**config.mk**
```make
export PLATFORM = sky130hd
export DESIGN_NAME = i2c_master_bit_engine_core
export DESIGN_NICKNAME = d
export VERILOG_FILES = /design/src/hdl/i2cm_pkg.sv /design/src/hdl/i2cm_front.sv /design/src/hdl/i2cm_back.sv /design/src/hdl/i2c_master_bit_engine_core.sv
export SDC_FILE = /design/constraint.sdc
export NUM_CORES = 1
export LEC_CHECK = 0
export BUFFER_PORTS_ARGS = -buffer_cell sky130_fd_sc_hd__buf_2
export CORE_MARGIN = 2
export CORE_UTILIZATION = 40
export CTS_BUF_LIST = sky130_fd_sc_hd__clkbuf_16
export CTS_CLUSTER_SIZE = 10
export DETAILED_ROUTE_END_ITERATION = 12
export GPL_TIMING_DRIVEN = 0
export SYNTH_ARGS = -nofsm -noshare
export SYNTH_HDL_FRONTEND = slang
export SYNTH_SLANG_ARGS = --single-unit
```
**constraint.sdc**
```tcl
create_clock -name clk -period 3.9 [get_ports clk]
set_input_delay 0.78 -clock clk [delete_from_list [all_inputs] [get_ports clk]]
set_output_delay 0.78 -clock clk [all_outputs]
set_load 0.01 [all_outputs]
```
**src/hdl/i2cm_pkg.sv**
```systemverilog
// Shared types and constants for the I2C master bit engine
`timescale 1ns / 1ps

package i2cm_pkg;

    // default counter widths
    localparam int DELAY_WIDTH_DEF   = 16;
    localparam int STRETCH_WIDTH_DEF = 16;

    // configuration register indexes and reset values
    localparam int CFG_INDEX_WIDTH = 2;
    localparam logic [CFG_INDEX_WIDTH-1:0] REG_HALF_PERIOD   = 2'd0;
    localparam logic [CFG_INDEX_WIDTH-1:0] REG_STRETCH_LIMIT = 2'd1;
    localparam logic [15:0] HALF_PERIOD_RESET   = 16'd100;
    localparam logic [15:0] STRETCH_LIMIT_RESET = 16'd1000;

    // raw command codes on the input port
    localparam logic [2:0] CODE_NONE  = 3'd0;
    localparam logic [2:0] CODE_START = 3'd1;
    localparam logic [2:0] CODE_STOP  = 3'd2;
    localparam logic [2:0] CODE_WRITE = 3'd3;
    localparam logic [2:0] CODE_READ  = 3'd4;

    // bit slot that carries the acknowledge
    localparam logic [3:0] ACK_SLOT = 4'd8;

    // classified command
    typedef enum logic [2:0] {
        CMD_NONE,
        CMD_START,
        CMD_STOP,
        CMD_WRITE,
        CMD_READ
    } cmd_kind_t;

    // engine phase
    typedef enum logic [4:0] {
        PH_IDLE,
        PH_RS_D1,
        PH_RS_W,
        PH_RS_D2,
        PH_ST_D,
        PH_SP_D1,
        PH_SP_W,
        PH_SP_D2,
        PH_SP_D3,
        PH_B_D1,
        PH_B_W,
        PH_B_D2
    } phase_t;

    // one queued tick
    typedef struct packed {
        cmd_kind_t  kind;
        logic [7:0] tx_byte;
        logic       ack_to_send;
        logic       sda_in;
        logic       scl_in;
    } item_t;

    // one result beat
    typedef struct packed {
        logic       scl_release;
        logic       sda_release;
        logic       busy_res;
        logic       done_res;
        logic [7:0] rx_byte;
        logic       ack_received;
        logic       stretch_timeout;
        logic       bus_open;
    } result_t;

endpackage

```
**src/hdl/i2cm_front.sv**
```systemverilog
// Front end: accepts tick beats, classifies the command, two-entry queue
`timescale 1ns / 1ps

module i2cm_front
(
    input  logic                clk,
    input  logic                rst_n,
    input  logic                in_valid,
    output logic                in_ready,
    input  logic [2:0]          command,
    input  logic [7:0]          tx_byte,
    input  logic                ack_to_send,
    input  logic                sda_in,
    input  logic                scl_in,
    output logic                q_valid,
    output i2cm_pkg::item_t     q_item,
    input  logic                q_pop
);

    i2cm_pkg::item_t item_in;
    i2cm_pkg::item_t ent_reg [2];
    logic [1:0]      count_reg;
    logic [1:0]      count_next;
    logic            wr_ptr_reg;
    logic            wr_ptr_next;
    logic            rd_ptr_reg;
    logic            rd_ptr_next;
    logic            push;

    // command classification, unknown codes act as none
    always_comb
    begin
        case (command)
            i2cm_pkg::CODE_START: item_in.kind = i2cm_pkg::CMD_START;
            i2cm_pkg::CODE_STOP:  item_in.kind = i2cm_pkg::CMD_STOP;
            i2cm_pkg::CODE_WRITE: item_in.kind = i2cm_pkg::CMD_WRITE;
            i2cm_pkg::CODE_READ:  item_in.kind = i2cm_pkg::CMD_READ;
            default:              item_in.kind = i2cm_pkg::CMD_NONE;
        endcase
        item_in.tx_byte     = tx_byte;
        item_in.ack_to_send = ack_to_send;
        item_in.sda_in      = sda_in;
        item_in.scl_in      = scl_in;
    end

    // handshake and queue pointers
    assign in_ready = (count_reg != 2'd2);
    assign push     = in_valid && in_ready;
    assign q_valid  = (count_reg != 2'd0);
    assign q_item   = ent_reg[rd_ptr_reg];

    always_comb
    begin
        wr_ptr_next = push  ? ~wr_ptr_reg : wr_ptr_reg;
        rd_ptr_next = q_pop ? ~rd_ptr_reg : rd_ptr_reg;
        count_next  = count_reg + {1'b0, push} - {1'b0, q_pop};
    end

    always_ff @(posedge clk or negedge rst_n)
    begin
        if (!rst_n)
        begin
            count_reg  <= 2'd0;
            wr_ptr_reg <= 1'b0;
            rd_ptr_reg <= 1'b0;
        end
        else
        begin
            count_reg  <= count_next;
            wr_ptr_reg <= wr_ptr_next;
            rd_ptr_reg <= rd_ptr_next;
        end
    end

    // queue storage
    always_ff @(posedge clk)
    begin
        if (push)
        begin
            ent_reg[wr_ptr_reg] <= item_in;
        end
    end

endmodule

```
**src/hdl/i2cm_back.sv**
```systemverilog
// Back end: bit timing engine, one queued tick per unstalled cycle, registered result
`timescale 1ns / 1ps

module i2cm_back
#(
    parameter int DELAY_WIDTH   = i2cm_pkg::DELAY_WIDTH_DEF,
    parameter int STRETCH_WIDTH = i2cm_pkg::STRETCH_WIDTH_DEF
)
(
    input  logic                clk,
    input  logic                rst_n,
    input  logic [15:0]         half_period,
    input  logic [15:0]         stretch_limit,
    input  logic                q_valid,
    input  i2cm_pkg::item_t     q_item,
    output logic                q_pop,
    output logic                out_valid,
    input  logic                out_ready,
    output i2cm_pkg::result_t   res
);

    i2cm_pkg::phase_t    phase_reg, phase_next;
    i2cm_pkg::cmd_kind_t cmd_reg, cmd_next;
    logic [3:0]               bit_cnt_reg, bit_cnt_next;
    logic [7:0]               shifter_reg, shifter_next;
    logic [DELAY_WIDTH-1:0]   delay_cnt_reg, delay_cnt_next;
    logic [STRETCH_WIDTH-1:0] stretch_cnt_reg, stretch_cnt_next;
    logic                     started_reg, started_next;
    logic                     ack_reg, ack_next;
    logic                     ack_out_reg, ack_out_next;
    logic [7:0]               rx_reg, rx_next;
    logic                     timeout_reg, timeout_next;
    logic                     scl_rel_reg, scl_rel_next;
    logic                     sda_rel_reg, sda_rel_next;
    logic                     done_next;
    logic                     out_valid_reg, out_valid_next;
    i2cm_pkg::result_t        res_reg, res_next;

    logic [DELAY_WIDTH-1:0]   delay_inc;
    logic [15:0]              half_eff;
    logic                     delay_more;
    logic                     stretch_more;
    logic                     is_write;
    logic                     bit_rd;
    logic [3:0]               bit_inc;
    logic                     rd_after;
    logic [7:0]               shift_end;
    logic                     sda_next_bit;

    // a tick is taken when the result slot is free or draining
    assign q_pop     = q_valid && (!out_valid_reg || out_ready);
    assign out_valid = out_valid_reg;
    assign res       = res_reg;

    // half-bit delay and stretch wait conditions
    assign delay_inc    = delay_cnt_reg + DELAY_WIDTH'(1);
    assign half_eff     = (half_period == 16'd0) ? 16'd1 : half_period;
    assign delay_more   = (33'(delay_inc) < 33'(half_eff)) && (delay_inc != '1);
    assign stretch_more = (33'(stretch_cnt_reg) < 33'(stretch_limit))
                          && (stretch_cnt_reg != '1);

    // bit slot decode
    assign is_write = (cmd_reg == i2cm_pkg::CMD_WRITE);
    assign bit_rd   = is_write ? (bit_cnt_reg == i2cm_pkg::ACK_SLOT)
                               : (bit_cnt_reg <  i2cm_pkg::ACK_SLOT);
    assign bit_inc  = bit_cnt_reg + 4'd1;
    assign rd_after = is_write ? (bit_inc == i2cm_pkg::ACK_SLOT)
                               : (bit_inc <  i2cm_pkg::ACK_SLOT);

    // shift register at the end of a bit
    always_comb
    begin
        if (bit_rd)
        begin
            shift_end = (bit_cnt_reg == i2cm_pkg::ACK_SLOT) ? shifter_reg
                        : {shifter_reg[6:0], q_item.sda_in};
        end
        else if (is_write)
        begin
            shift_end = {shifter_reg[6:0], 1'b0};
        end
        else
        begin
            shift_end = shifter_reg;
        end
    end

    // sda level of the bit that follows
    assign sda_next_bit = rd_after ? 1'b1 : (is_write ? shift_end[7] : ack_out_reg);

    // next state
    always_comb
    begin
        phase_next       = phase_reg;
        cmd_next         = cmd_reg;
        bit_cnt_next     = bit_cnt_reg;
        shifter_next     = shifter_reg;
        delay_cnt_next   = delay_cnt_reg;
        stretch_cnt_next = stretch_cnt_reg;
        started_next     = started_reg;
        ack_next         = ack_reg;
        ack_out_next     = ack_out_reg;
        rx_next          = rx_reg;
        timeout_next     = timeout_reg;
        scl_rel_next     = scl_rel_reg;
        sda_rel_next     = sda_rel_reg;
        done_next        = 1'b0;
        case (phase_reg)
            i2cm_pkg::PH_IDLE:
            begin
                if (q_item.kind != i2cm_pkg::CMD_NONE)
                begin
                    timeout_next   = 1'b0;
                    cmd_next       = q_item.kind;
                    delay_cnt_next = '0;
                    case (q_item.kind)
                        i2cm_pkg::CMD_START:
                        begin
                            sda_rel_next = started_reg;
                            phase_next   = started_reg ? i2cm_pkg::PH_RS_D1
                                                       : i2cm_pkg::PH_ST_D;
                        end
                        i2cm_pkg::CMD_STOP:
                        begin
                            sda_rel_next = 1'b0;
                            phase_next   = i2cm_pkg::PH_SP_D1;
                        end
                        i2cm_pkg::CMD_WRITE:
                        begin
                            shifter_next = q_item.tx_byte;
                            bit_cnt_next = 4'd0;
                            sda_rel_next = q_item.tx_byte[7];
                            phase_next   = i2cm_pkg::PH_B_D1;
                        end
                        default:
                        begin
                            shifter_next = 8'd0;
                            ack_out_next = q_item.ack_to_send;
                            bit_cnt_next = 4'd0;
                            sda_rel_next = 1'b1;
                            phase_next   = i2cm_pkg::PH_B_D1;
                        end
                    endcase
                end
            end
            i2cm_pkg::PH_RS_W, i2cm_pkg::PH_SP_W, i2cm_pkg::PH_B_W:
            begin
                if (!q_item.scl_in && stretch_more)
                begin
                    stretch_cnt_next = stretch_cnt_reg + STRETCH_WIDTH'(1);
                end
                else
                begin
                    if (!q_item.scl_in)
                    begin
                        timeout_next = 1'b1;
                    end
                    delay_cnt_next = '0;
                    case (phase_reg)
                        i2cm_pkg::PH_RS_W: phase_next = i2cm_pkg::PH_RS_D2;
                        i2cm_pkg::PH_SP_W: phase_next = i2cm_pkg::PH_SP_D2;
                        default:           phase_next = i2cm_pkg::PH_B_D2;
                    endcase
                end
            end
            default:
            begin
                if (delay_more)
                begin
                    delay_cnt_next = delay_inc;
                end
                else
                begin
                    delay_cnt_next = '0;
                    case (phase_reg)
                        i2cm_pkg::PH_RS_D1, i2cm_pkg::PH_SP_D1, i2cm_pkg::PH_B_D1:
                        begin
                            scl_rel_next     = 1'b1;
                            stretch_cnt_next = '0;
                            case (phase_reg)
                                i2cm_pkg::PH_RS_D1: phase_next = i2cm_pkg::PH_RS_W;
                                i2cm_pkg::PH_SP_D1: phase_next = i2cm_pkg::PH_SP_W;
                                default:            phase_next = i2cm_pkg::PH_B_W;
                            endcase
                        end
                        i2cm_pkg::PH_RS_D2:
                        begin
                            sda_rel_next = 1'b0;
                            phase_next   = i2cm_pkg::PH_ST_D;
                        end
                        i2cm_pkg::PH_ST_D:
                        begin
                            scl_rel_next = 1'b0;
                            started_next = 1'b1;
                            phase_next   = i2cm_pkg::PH_IDLE;
                            done_next    = 1'b1;
                            if (cmd_reg == i2cm_pkg::CMD_READ)
                            begin
                                rx_next = shifter_reg;
                            end
                        end
                        i2cm_pkg::PH_SP_D2:
                        begin
                            sda_rel_next = 1'b1;
                            phase_next   = i2cm_pkg::PH_SP_D3;
                        end
                        i2cm_pkg::PH_SP_D3:
                        begin
                            started_next = 1'b0;
                            phase_next   = i2cm_pkg::PH_IDLE;
                            done_next    = 1'b1;
                            if (cmd_reg == i2cm_pkg::CMD_READ)
                            begin
                                rx_next = shifter_reg;
                            end
                        end
                        i2cm_pkg::PH_B_D2:
                        begin
                            if (bit_rd && bit_cnt_reg == i2cm_pkg::ACK_SLOT)
                            begin
                                ack_next = q_item.sda_in;
                            end
                            shifter_next = shift_end;
                            scl_rel_next = 1'b0;
                            if (bit_cnt_reg >= i2cm_pkg::ACK_SLOT)
                            begin
                                phase_next = i2cm_pkg::PH_IDLE;
                                done_next  = 1'b1;
                                if (cmd_reg == i2cm_pkg::CMD_READ)
                                begin
                                    rx_next = shift_end;
                                end
                            end
                            else
                            begin
                                bit_cnt_next = bit_inc;
                                sda_rel_next = sda_next_bit;
                                phase_next   = i2cm_pkg::PH_B_D1;
                            end
                        end
                        default:
                        begin
                            phase_next = i2cm_pkg::PH_IDLE;
                        end
                    endcase
                end
            end
        endcase
    end

    // result fields after this tick
    always_comb
    begin
        res_next.scl_release     = scl_rel_next;
        res_next.sda_release     = sda_rel_next;
        res_next.busy_res        = (phase_next != i2cm_pkg::PH_IDLE);
        res_next.done_res        = done_next;
        res_next.rx_byte         = rx_next;
        res_next.ack_received    = ack_next;
        res_next.stretch_timeout = timeout_next;
        res_next.bus_open        = started_next;
        if (q_pop)
        begin
            out_valid_next = 1'b1;
        end
        else if (out_ready)
        begin
            out_valid_next = 1'b0;
        end
        else
        begin
            out_valid_next = out_valid_reg;
        end
    end

    // engine state
    always_ff @(posedge clk or negedge rst_n)
    begin
        if (!rst_n)
        begin
            phase_reg       <= i2cm_pkg::PH_IDLE;
            cmd_reg         <= i2cm_pkg::CMD_NONE;
            bit_cnt_reg     <= 4'd0;
            shifter_reg     <= 8'd0;
            delay_cnt_reg   <= '0;
            stretch_cnt_reg <= '0;
            started_reg     <= 1'b0;
            ack_reg         <= 1'b0;
            ack_out_reg     <= 1'b0;
            rx_reg          <= 8'd0;
            timeout_reg     <= 1'b0;
            scl_rel_reg     <= 1'b1;
            sda_rel_reg     <= 1'b1;
        end
        else if (q_pop)
        begin
            phase_reg       <= phase_next;
            cmd_reg         <= cmd_next;
            bit_cnt_reg     <= bit_cnt_next;
            shifter_reg     <= shifter_next;
            delay_cnt_reg   <= delay_cnt_next;
            stretch_cnt_reg <= stretch_cnt_next;
            started_reg     <= started_next;
            ack_reg         <= ack_next;
            ack_out_reg     <= ack_out_next;
            rx_reg          <= rx_next;
            timeout_reg     <= timeout_next;
            scl_rel_reg     <= scl_rel_next;
            sda_rel_reg     <= sda_rel_next;
        end
    end

    // output beat register
    always_ff @(posedge clk or negedge rst_n)
    begin
        if (!rst_n)
        begin
            out_valid_reg <= 1'b0;
        end
        else
        begin
            out_valid_reg <= out_valid_next;
        end
    end

    always_ff @(posedge clk)
    begin
        if (q_pop)
        begin
            res_reg <= res_next;
        end
    end

endmodule

```
**src/hdl/i2c_master_bit_engine_core.sv**
```systemverilog
// Top level of the I2C master bit engine: configuration registers and the two halves
`timescale 1ns / 1ps

// Each input beat is one tick of the bus timing: it carries an optional command
// (start, stop, write byte, read byte) and the sampled SDA and SCL levels, and
// yields exactly one result beat with the line drive levels and status after
// that tick. One beat is taken per clock cycle unless the result is stalled.
// With no backlog an accepted input beat is first written into the two-entry
// input queue, and the engine step that pops it then loads the output register
// that offers its result beat. The sustained rate is set by the engine step, an
// update of the phase machine with its half-bit delay counter and stretch counter.
// Commands arriving while a command is in progress are ignored. Configuration
// writes are held off while a tick beat is offered or waits in the input queue.
module i2c_master_bit_engine_core
#(
    parameter int DELAY_WIDTH   = i2cm_pkg::DELAY_WIDTH_DEF,
    parameter int STRETCH_WIDTH = i2cm_pkg::STRETCH_WIDTH_DEF
)
(
    input  logic                                  clk,
    input  logic                                  rst_n,
    input  logic                                  in_valid,
    output logic                                  in_ready,
    input  logic [2:0]                            command,
    input  logic [7:0]                            tx_byte,
    input  logic                                  ack_to_send,
    input  logic                                  sda_in,
    input  logic                                  scl_in,
    output logic                                  out_valid,
    input  logic                                  out_ready,
    output logic                                  scl_release,
    output logic                                  sda_release,
    output logic                                  busy_res,
    output logic                                  done_res,
    output logic [7:0]                            rx_byte,
    output logic                                  ack_received,
    output logic                                  stretch_timeout,
    output logic                                  bus_open,
    input  logic                                  cfg_valid,
    output logic                                  cfg_ready,
    input  logic [i2cm_pkg::CFG_INDEX_WIDTH-1:0]  cfg_index,
    input  logic [15:0]                           cfg_data
);

    logic [15:0]       half_period_reg, half_period_next;
    logic [15:0]       stretch_limit_reg, stretch_limit_next;
    logic              q_valid;
    logic              q_pop;
    i2cm_pkg::item_t   q_item;
    i2cm_pkg::result_t res;

    // configuration register writes, only with no tick beat pending
    assign cfg_ready = !q_valid && !in_valid;

    always_comb
    begin
        half_period_next   = half_period_reg;
        stretch_limit_next = stretch_limit_reg;
        if (cfg_valid && cfg_ready)
        begin
            case (cfg_index)
                i2cm_pkg::REG_HALF_PERIOD:   half_period_next   = cfg_data;
                i2cm_pkg::REG_STRETCH_LIMIT: stretch_limit_next = cfg_data;
                default:
                begin
                    half_period_next   = half_period_reg;
                    stretch_limit_next = stretch_limit_reg;
                end
            endcase
        end
    end

    always_ff @(posedge clk or negedge rst_n)
    begin
        if (!rst_n)
        begin
            half_period_reg   <= i2cm_pkg::HALF_PERIOD_RESET;
            stretch_limit_reg <= i2cm_pkg::STRETCH_LIMIT_RESET;
        end
        else
        begin
            half_period_reg   <= half_period_next;
            stretch_limit_reg <= stretch_limit_next;
        end
    end

    // input queue
    i2cm_front u_front
    (
        .clk         (clk),
        .rst_n       (rst_n),
        .in_valid    (in_valid),
        .in_ready    (in_ready),
        .command     (command),
        .tx_byte     (tx_byte),
        .ack_to_send (ack_to_send),
        .sda_in      (sda_in),
        .scl_in      (scl_in),
        .q_valid     (q_valid),
        .q_item      (q_item),
        .q_pop       (q_pop)
    );

    // timing engine
    i2cm_back
    #(
        .DELAY_WIDTH   (DELAY_WIDTH),
        .STRETCH_WIDTH (STRETCH_WIDTH)
    )
    u_back
    (
        .clk           (clk),
        .rst_n         (rst_n),
        .half_period   (half_period_reg),
        .stretch_limit (stretch_limit_reg),
        .q_valid       (q_valid),
        .q_item        (q_item),
        .q_pop         (q_pop),
        .out_valid     (out_valid),
        .out_ready     (out_ready),
        .res           (res)
    );

    // result beat fields
    assign scl_release     = res.scl_release;
    assign sda_release     = res.sda_release;
    assign busy_res        = res.busy_res;
    assign done_res        = res.done_res;
    assign rx_byte         = res.rx_byte;
    assign ack_received    = res.ack_received;
    assign stretch_timeout = res.stretch_timeout;
    assign bus_open        = res.bus_open;

endmodule

```
Word-level counts from Yosys, hierarchy flattened:

Memory sizes are Yosys's and may differ from the RTL's.
Index checks and enable logic that the tools add are counted.

* $add $sub $neg: 5
* magnitude comparators: 5
* equality and inequality tests: 33
* multiplexer cells: 70
* bitwise operators: 5
* reductions and logical operators: 38

Operators by type and width (number)
* $mux 16: 7
* $mux 8: 11
* $pmux 16 s2: 2
* $pmux 8 s2: 3
* $add 16x1->16 const B: 2
* $lt 16x16->1: 2
* $ne 16x16->1 const B: 2
* $mux 4: 6
* $pmux 4 s2: 3
* $mux 1: 23
* $eq 5x3->1 const B: 4
* $eq 5x4->1 const B: 4
* $pmux 5 s2: 2
* $pmux 5 s4: 1
* $logic_not 16->1: 1
* $eq 3x2->1 const B: 5
* $mux 5: 3
* $ne 2x2->1 const B: 6
* $pmux 3 s4: 1
* $eq 5x2->1 const B: 2
* $pmux 1 s2: 5
* $reduce_or 3->1: 3
* $eq 4x4->1 const B: 2
* $logic_and 1x1->1: 8
* other kinds (29): 48

* flip-flop bits (word level): 118
* memory bits (writable): 28
* output and inout port bits: 18
* memories: 1

Memory list
* u_front.ent_reg: depth 2, bits a word 14, rd ports 1, clocked after memory_dff 0, wr ports 1, RTL line i2cm_front.sv:21 `i2cm_pkg::item_t ent_reg [2];`

Longest topological paths before layout:

* depth in word-level cells: 9
* depth in mapped cells: 18
* depth with buffers taken out: 13

Modules after synthesis:

Synthesis repeated with hierarchy kept, for this count alone.

* cells, all modules: 801
* area total of the unflattened synthesis: 8430.6 µm²

Modules (own cells, without submodules)
* i2cm_back: times used 1, cells each 667, area an instance 5856.9 µm²
* i2c_master_bit_engine_core: times used 1, cells each 70, area an instance 1300.0 µm²
* i2cm_front: times used 1, cells each 64, area an instance 1273.7 µm²

Worst setup path before layout:

Ideal clock, no wire load.

* path type: reg2reg
* from: register u_back.delay_cnt_reg[4]
* to: register u_back.res_reg, in the netlist u_back.res[6], data pin
* setup time: 0.260 ns
* arrival: 3.346 ns
* slack: 0.294 ns
* stages on the path, launching flop included: 18
* clock period less this slack: 3.606 ns
* cells stage by stage: dfrtp_1 buf_2 and4_1 buf_2 and3_1 clkbuf_1 nand3_1 xnor2_1 ha_1 a211o_1 a21oi_1 o21ai_0 a221o_1 or2_0 buf_6 nor2_1 nor2_1 mux2_2

RTL lines
* start: declaration: RTL line i2cm_back.sv:26 `logic [DELAY_WIDTH-1:0] delay_cnt_reg, delay_cnt_next;`
* start signal: assignment: RTL line i2cm_back.sv:301 `delay_cnt_reg <= delay_cnt_next;`
* end signal: assignment: RTL line i2cm_back.sv:330 `res_reg <= res_next;`
* end: declaration: RTL line i2cm_back.sv:37 `i2cm_pkg::result_t res_reg, res_next;`

Worst setup path after layout:

* from: register u_back.delay_cnt_reg[3]
* to: register u_back.delay_cnt_reg[15]

* word-level cells in the longest chain between the ends: 5
* elaborated cells between the ends (all ways): 6

RTL lines
* $add 16x1->16 *: RTL line i2cm_back.sv:56 `assign delay_inc = delay_cnt_reg + DELAY_WIDTH'(1);`
* $lt 16x16->1 / $ne 16x16->1 (equally long branches): RTL line i2cm_back.sv:58 `assign delay_more = (33'(delay_inc) < 33'(half_eff)) && (delay_inc != '1);`
* $logic_and 1x1->1: RTL line i2cm_back.sv:58
* $mux 16 *: RTL line i2cm_back.sv:168 `if (delay_more)`
* $pmux 16 s2 *: RTL line i2cm_back.sv:108 `case (phase_reg)`

Mark *: on every way between the ends. The rest lies on a longest branch, timed or not.
A chain may end at the register's enable or synchronous reset.

==> impl_metrics.toml <==
[status]
status = "completed"

[clock_network]
htreeDepth = 4
clk_latency_ns = 0.43
cts.sinks = 146
cts_buffer_depth = 2
clk_pin_slew_ns = 0.07
cts_buffers = 17
cts_root_buf = "clkbuf_16"
tritoncts = "done"

[synthesis]
synth_edf_count = 43
ys_warn_count = 0
synth-main-ff-cell = "dfrtp_1"
synth_area_sq_um = 7970
synthCells = 790
yosysTopAreaCell = "dfrtp_1"
syn_nets = 864
ys_ff_latch = 146
async_reset_ff_share_pct = 70.5
ys_top_cells_by_area = "dfrtp_1 (29%), edfxtp_1 (16%), ha_1 (5.8%), o21ai_0 (4.0%), mux2_2 (4.0%)"
avgSynthCellArea_sq_um = 10.1
synth_top_area_share_pct = 28.9
synth_cell_types = 66
synth_seq_area_share_pct = 48.7

[route]
vias_per_cell = 5.38
routed_wl_microns = 19400
wl_per_cell_microns = 16.8
drt_iter0_markers = 454
drc = 0
ant_nets = 0
drtPass1Iterations = 5
num_vias = 6182

[grt]
grt_usage_pct = 18.7
antenna_found_initial = 0
grt_pass1_wl_microns = 31500
overflow = 0
grt_pass1_vias = 5869
grt_max_degree = 57

[placement]
dpl.hpwl_microns = 13800
gp_congestion = 0.853
dp_cells = 1110
port_buffers = 54
dpl_cell_area_sq_um = 8600

[setup_path]
reg2reg_depth = 16
crit_fanout = 10
r2r_start = "u_back.delay_cnt_reg[3]$_DFFE_PN0P_"
timing.rr.end = "u_back.delay_cnt_reg[15]$_DFFE_PN0P_"
r2r_setup_slack_ns = 0.20
crit_required_ns = 4.25
cp.arrival_ns = 4.05
cp-end-kind = "register"
start_kind = "register"
critical_path_class = "reg -> reg"

[finish]
drive_above_1_share_pct = 20.1
nFillCells = 1836
final_area_sq_um = 9400
fin_cells = 1149
multi_input_area_sq_um = 3820
final_cell_mix = "dfrtp_1 (87), nand2_1 (77), o21ai_0 (61)"
seqCellArea_sq_um = 3890
largest_reg_flops = 28
antenna_cells = 0
nets = 945
layout_commonest_cell = "dfrtp_1"
synthToLayoutAreaGrowth_pct = 18.0

[power_and_ir_drop]
seq_power_share_pct = 39.9
switching_power_uw = 2160
leakagePower_uw = 0.00406
power.total_uw = 5760
p_clk_share_pct = 28.4
p_sw_share_pct = 37.5
power.density_nw_per_um2 = 613
p_int_uw = 3600
comb_power_share_pct = 31.7
ir_drop_mv = 0.357

[sta]
drv_slew = 0
min_period_ns = 3.70
hold_viol = 0
fin_setup_tns_ns = 0
fin_worst_skew_ns = 0.0110
worst_pin_slew_ns = 1.28
finalSetupViolations = 0
fmax_mhz = 270
relSlewSlack_pct = 13.9
period_share_pct = 94.8

[die]
die_w_microns = 145
die_area_sq_um = 21100
die_y_microns = 145
start_util_pct = 40.8
core_sq_um = 19500
num_rows = 51
io_pins = 55

[job]
maxCapViolCount = 0

[hold_path]
hold_class = "in -> async"
==> area by class of cell <==
type | count | share of cell area [%]
Sequential cell | 146 | 41.4
Tap cell | 265 | 3.53
Clock buffer | 17 | 4.53
Clock inverter | 15 | 2.01
Inverter | 55 | 2.20
Buffer | 33 | 1.78
Multi-Input combinational cell | 554 | 40.7
Timing Repair Buffer | 64 | 3.89
==> through the flow <==
stage	hold WS, ns	utilization, %	setup slack [ns]
6_report	0.388	48.1	0.202
5_1_grt	0.440	48.1	-0.000270
4_1_cts	0.409	47.4	0.00383
3_5_place_dp	0.465	44.0	-0.373
3_3_place_gp	0.471	43.9	-0.307
2_1_floorplan	0.446	-	0.294
==> how the worst max path moves through the flow <==
| stage | startpoint | cells past startpoint | to |
|---|---|---|---|
| global placement | u_back.delay_cnt_reg[4]$_DFFE_PN0P_ | 17 | u_back.res[6]$_DFFE_PP_ |
| CTS | u_back.delay_cnt_reg[4]$_DFFE_PN0P_ | 17 | u_back.delay_cnt_reg[15]$_DFFE_PN0P_ |
| global route | u_back.delay_cnt_reg[7]$_DFFE_PN0P_ | 16 | u_back.delay_cnt_reg[15]$_DFFE_PN0P_ |
| floorplan | u_back.delay_cnt_reg[4]$_DFFE_PN0P_ | 17 | u_back.res[6]$_DFFE_PP_ |
| finish | u_back.delay_cnt_reg[3]$_DFFE_PN0P_ | 16 | u_back.delay_cnt_reg[15]$_DFFE_PN0P_ |
| detailed placement | u_back.delay_cnt_reg[4]$_DFFE_PN0P_ | 17 | u_back.res[6]$_DFFE_PP_ |
==> cells by family after synthesis <==
group | count (synthesis) | synth area share (%)
and+or+nand+nor | 245 | 15.5
AOI/OAI and AO/OA | 196 | 15.8
xor gates and xnor gates | 27 | 2.97
muxes | 49 | 6.60
DFF | 146 | 48.7
adders and majority gates | 37 | 5.81
buffers and inverters | 90 | 4.59
==> per-layer routing <==
layer | share of wire (%) | GRT usage [%] | up-vias
met1 | 50 | 27.6 | 2956
met4 | 1.1 | 4.17 | 0
met5 | 0 | 0 | -
met2 | 45 | 28.9 | 157
li1 | - | - | 3052
met3 | 4.1 | 3.36 | 17
==> what timing repair did <==
action / in CTS / in global routing
hold buffers: 0 / 0
gates cloned: 0 / 1
hold endpoints to repair: 0 / 0
gates resized for setup: 13 / 27
setup buffers: 1 / 7
pin swaps: 1 / 5
endpoints found under the setup margin: 37 / 68
==> worst max-delay path, cell delays in order, from the launching register on <==
cell and delay, ns:
dfrtp_1 0.32, clkbuf_4 0.19, and4_4 0.26, nand4_1 0.16, xor2_2 0.25, inv_1 0.10, ha_4 0.22, a211o_1 0.26
a21oi_2 0.11, o21ai_1 0.08, a221o_1 0.36, or2_4 0.25, buf_6 0.14, or3_4 0.39, buf_6 0.15, or3_1 0.32
o21ai_2 0.06
==> power by group through the flow <==
stage	registers (uW)	logic (uW)	clock network [uW]
floorplan	2260	1240	0
global placement	2310	1740	0
detailed placement	2310	1780	0
CTS	2290	1800	1670
global route	2350	2050	1740
finish	2300	1820	1630
==> synthesized netlist by cell type, types with 6 or more instances <==
master,n
nand4_1,17
clkbuf_1,24
o21ai_0,63
xnor2_1,21
inv_1,54
dfrtp_1,92
a21o_1,8
ha_1,37
and3_1,7
mux2_2,28
nand2_1,78
buf_2,7
o211ai_1,8
edfxtp_1,43
a22o_1,26
dfstp_2,11
xor2_1,6
nor3_1,15
a21oi_1,46
mux2i_1,21
nor4_1,17
nor2_1,44
nand3_1,21
nand2b_1,8
(Power assumes the default switching activity.)
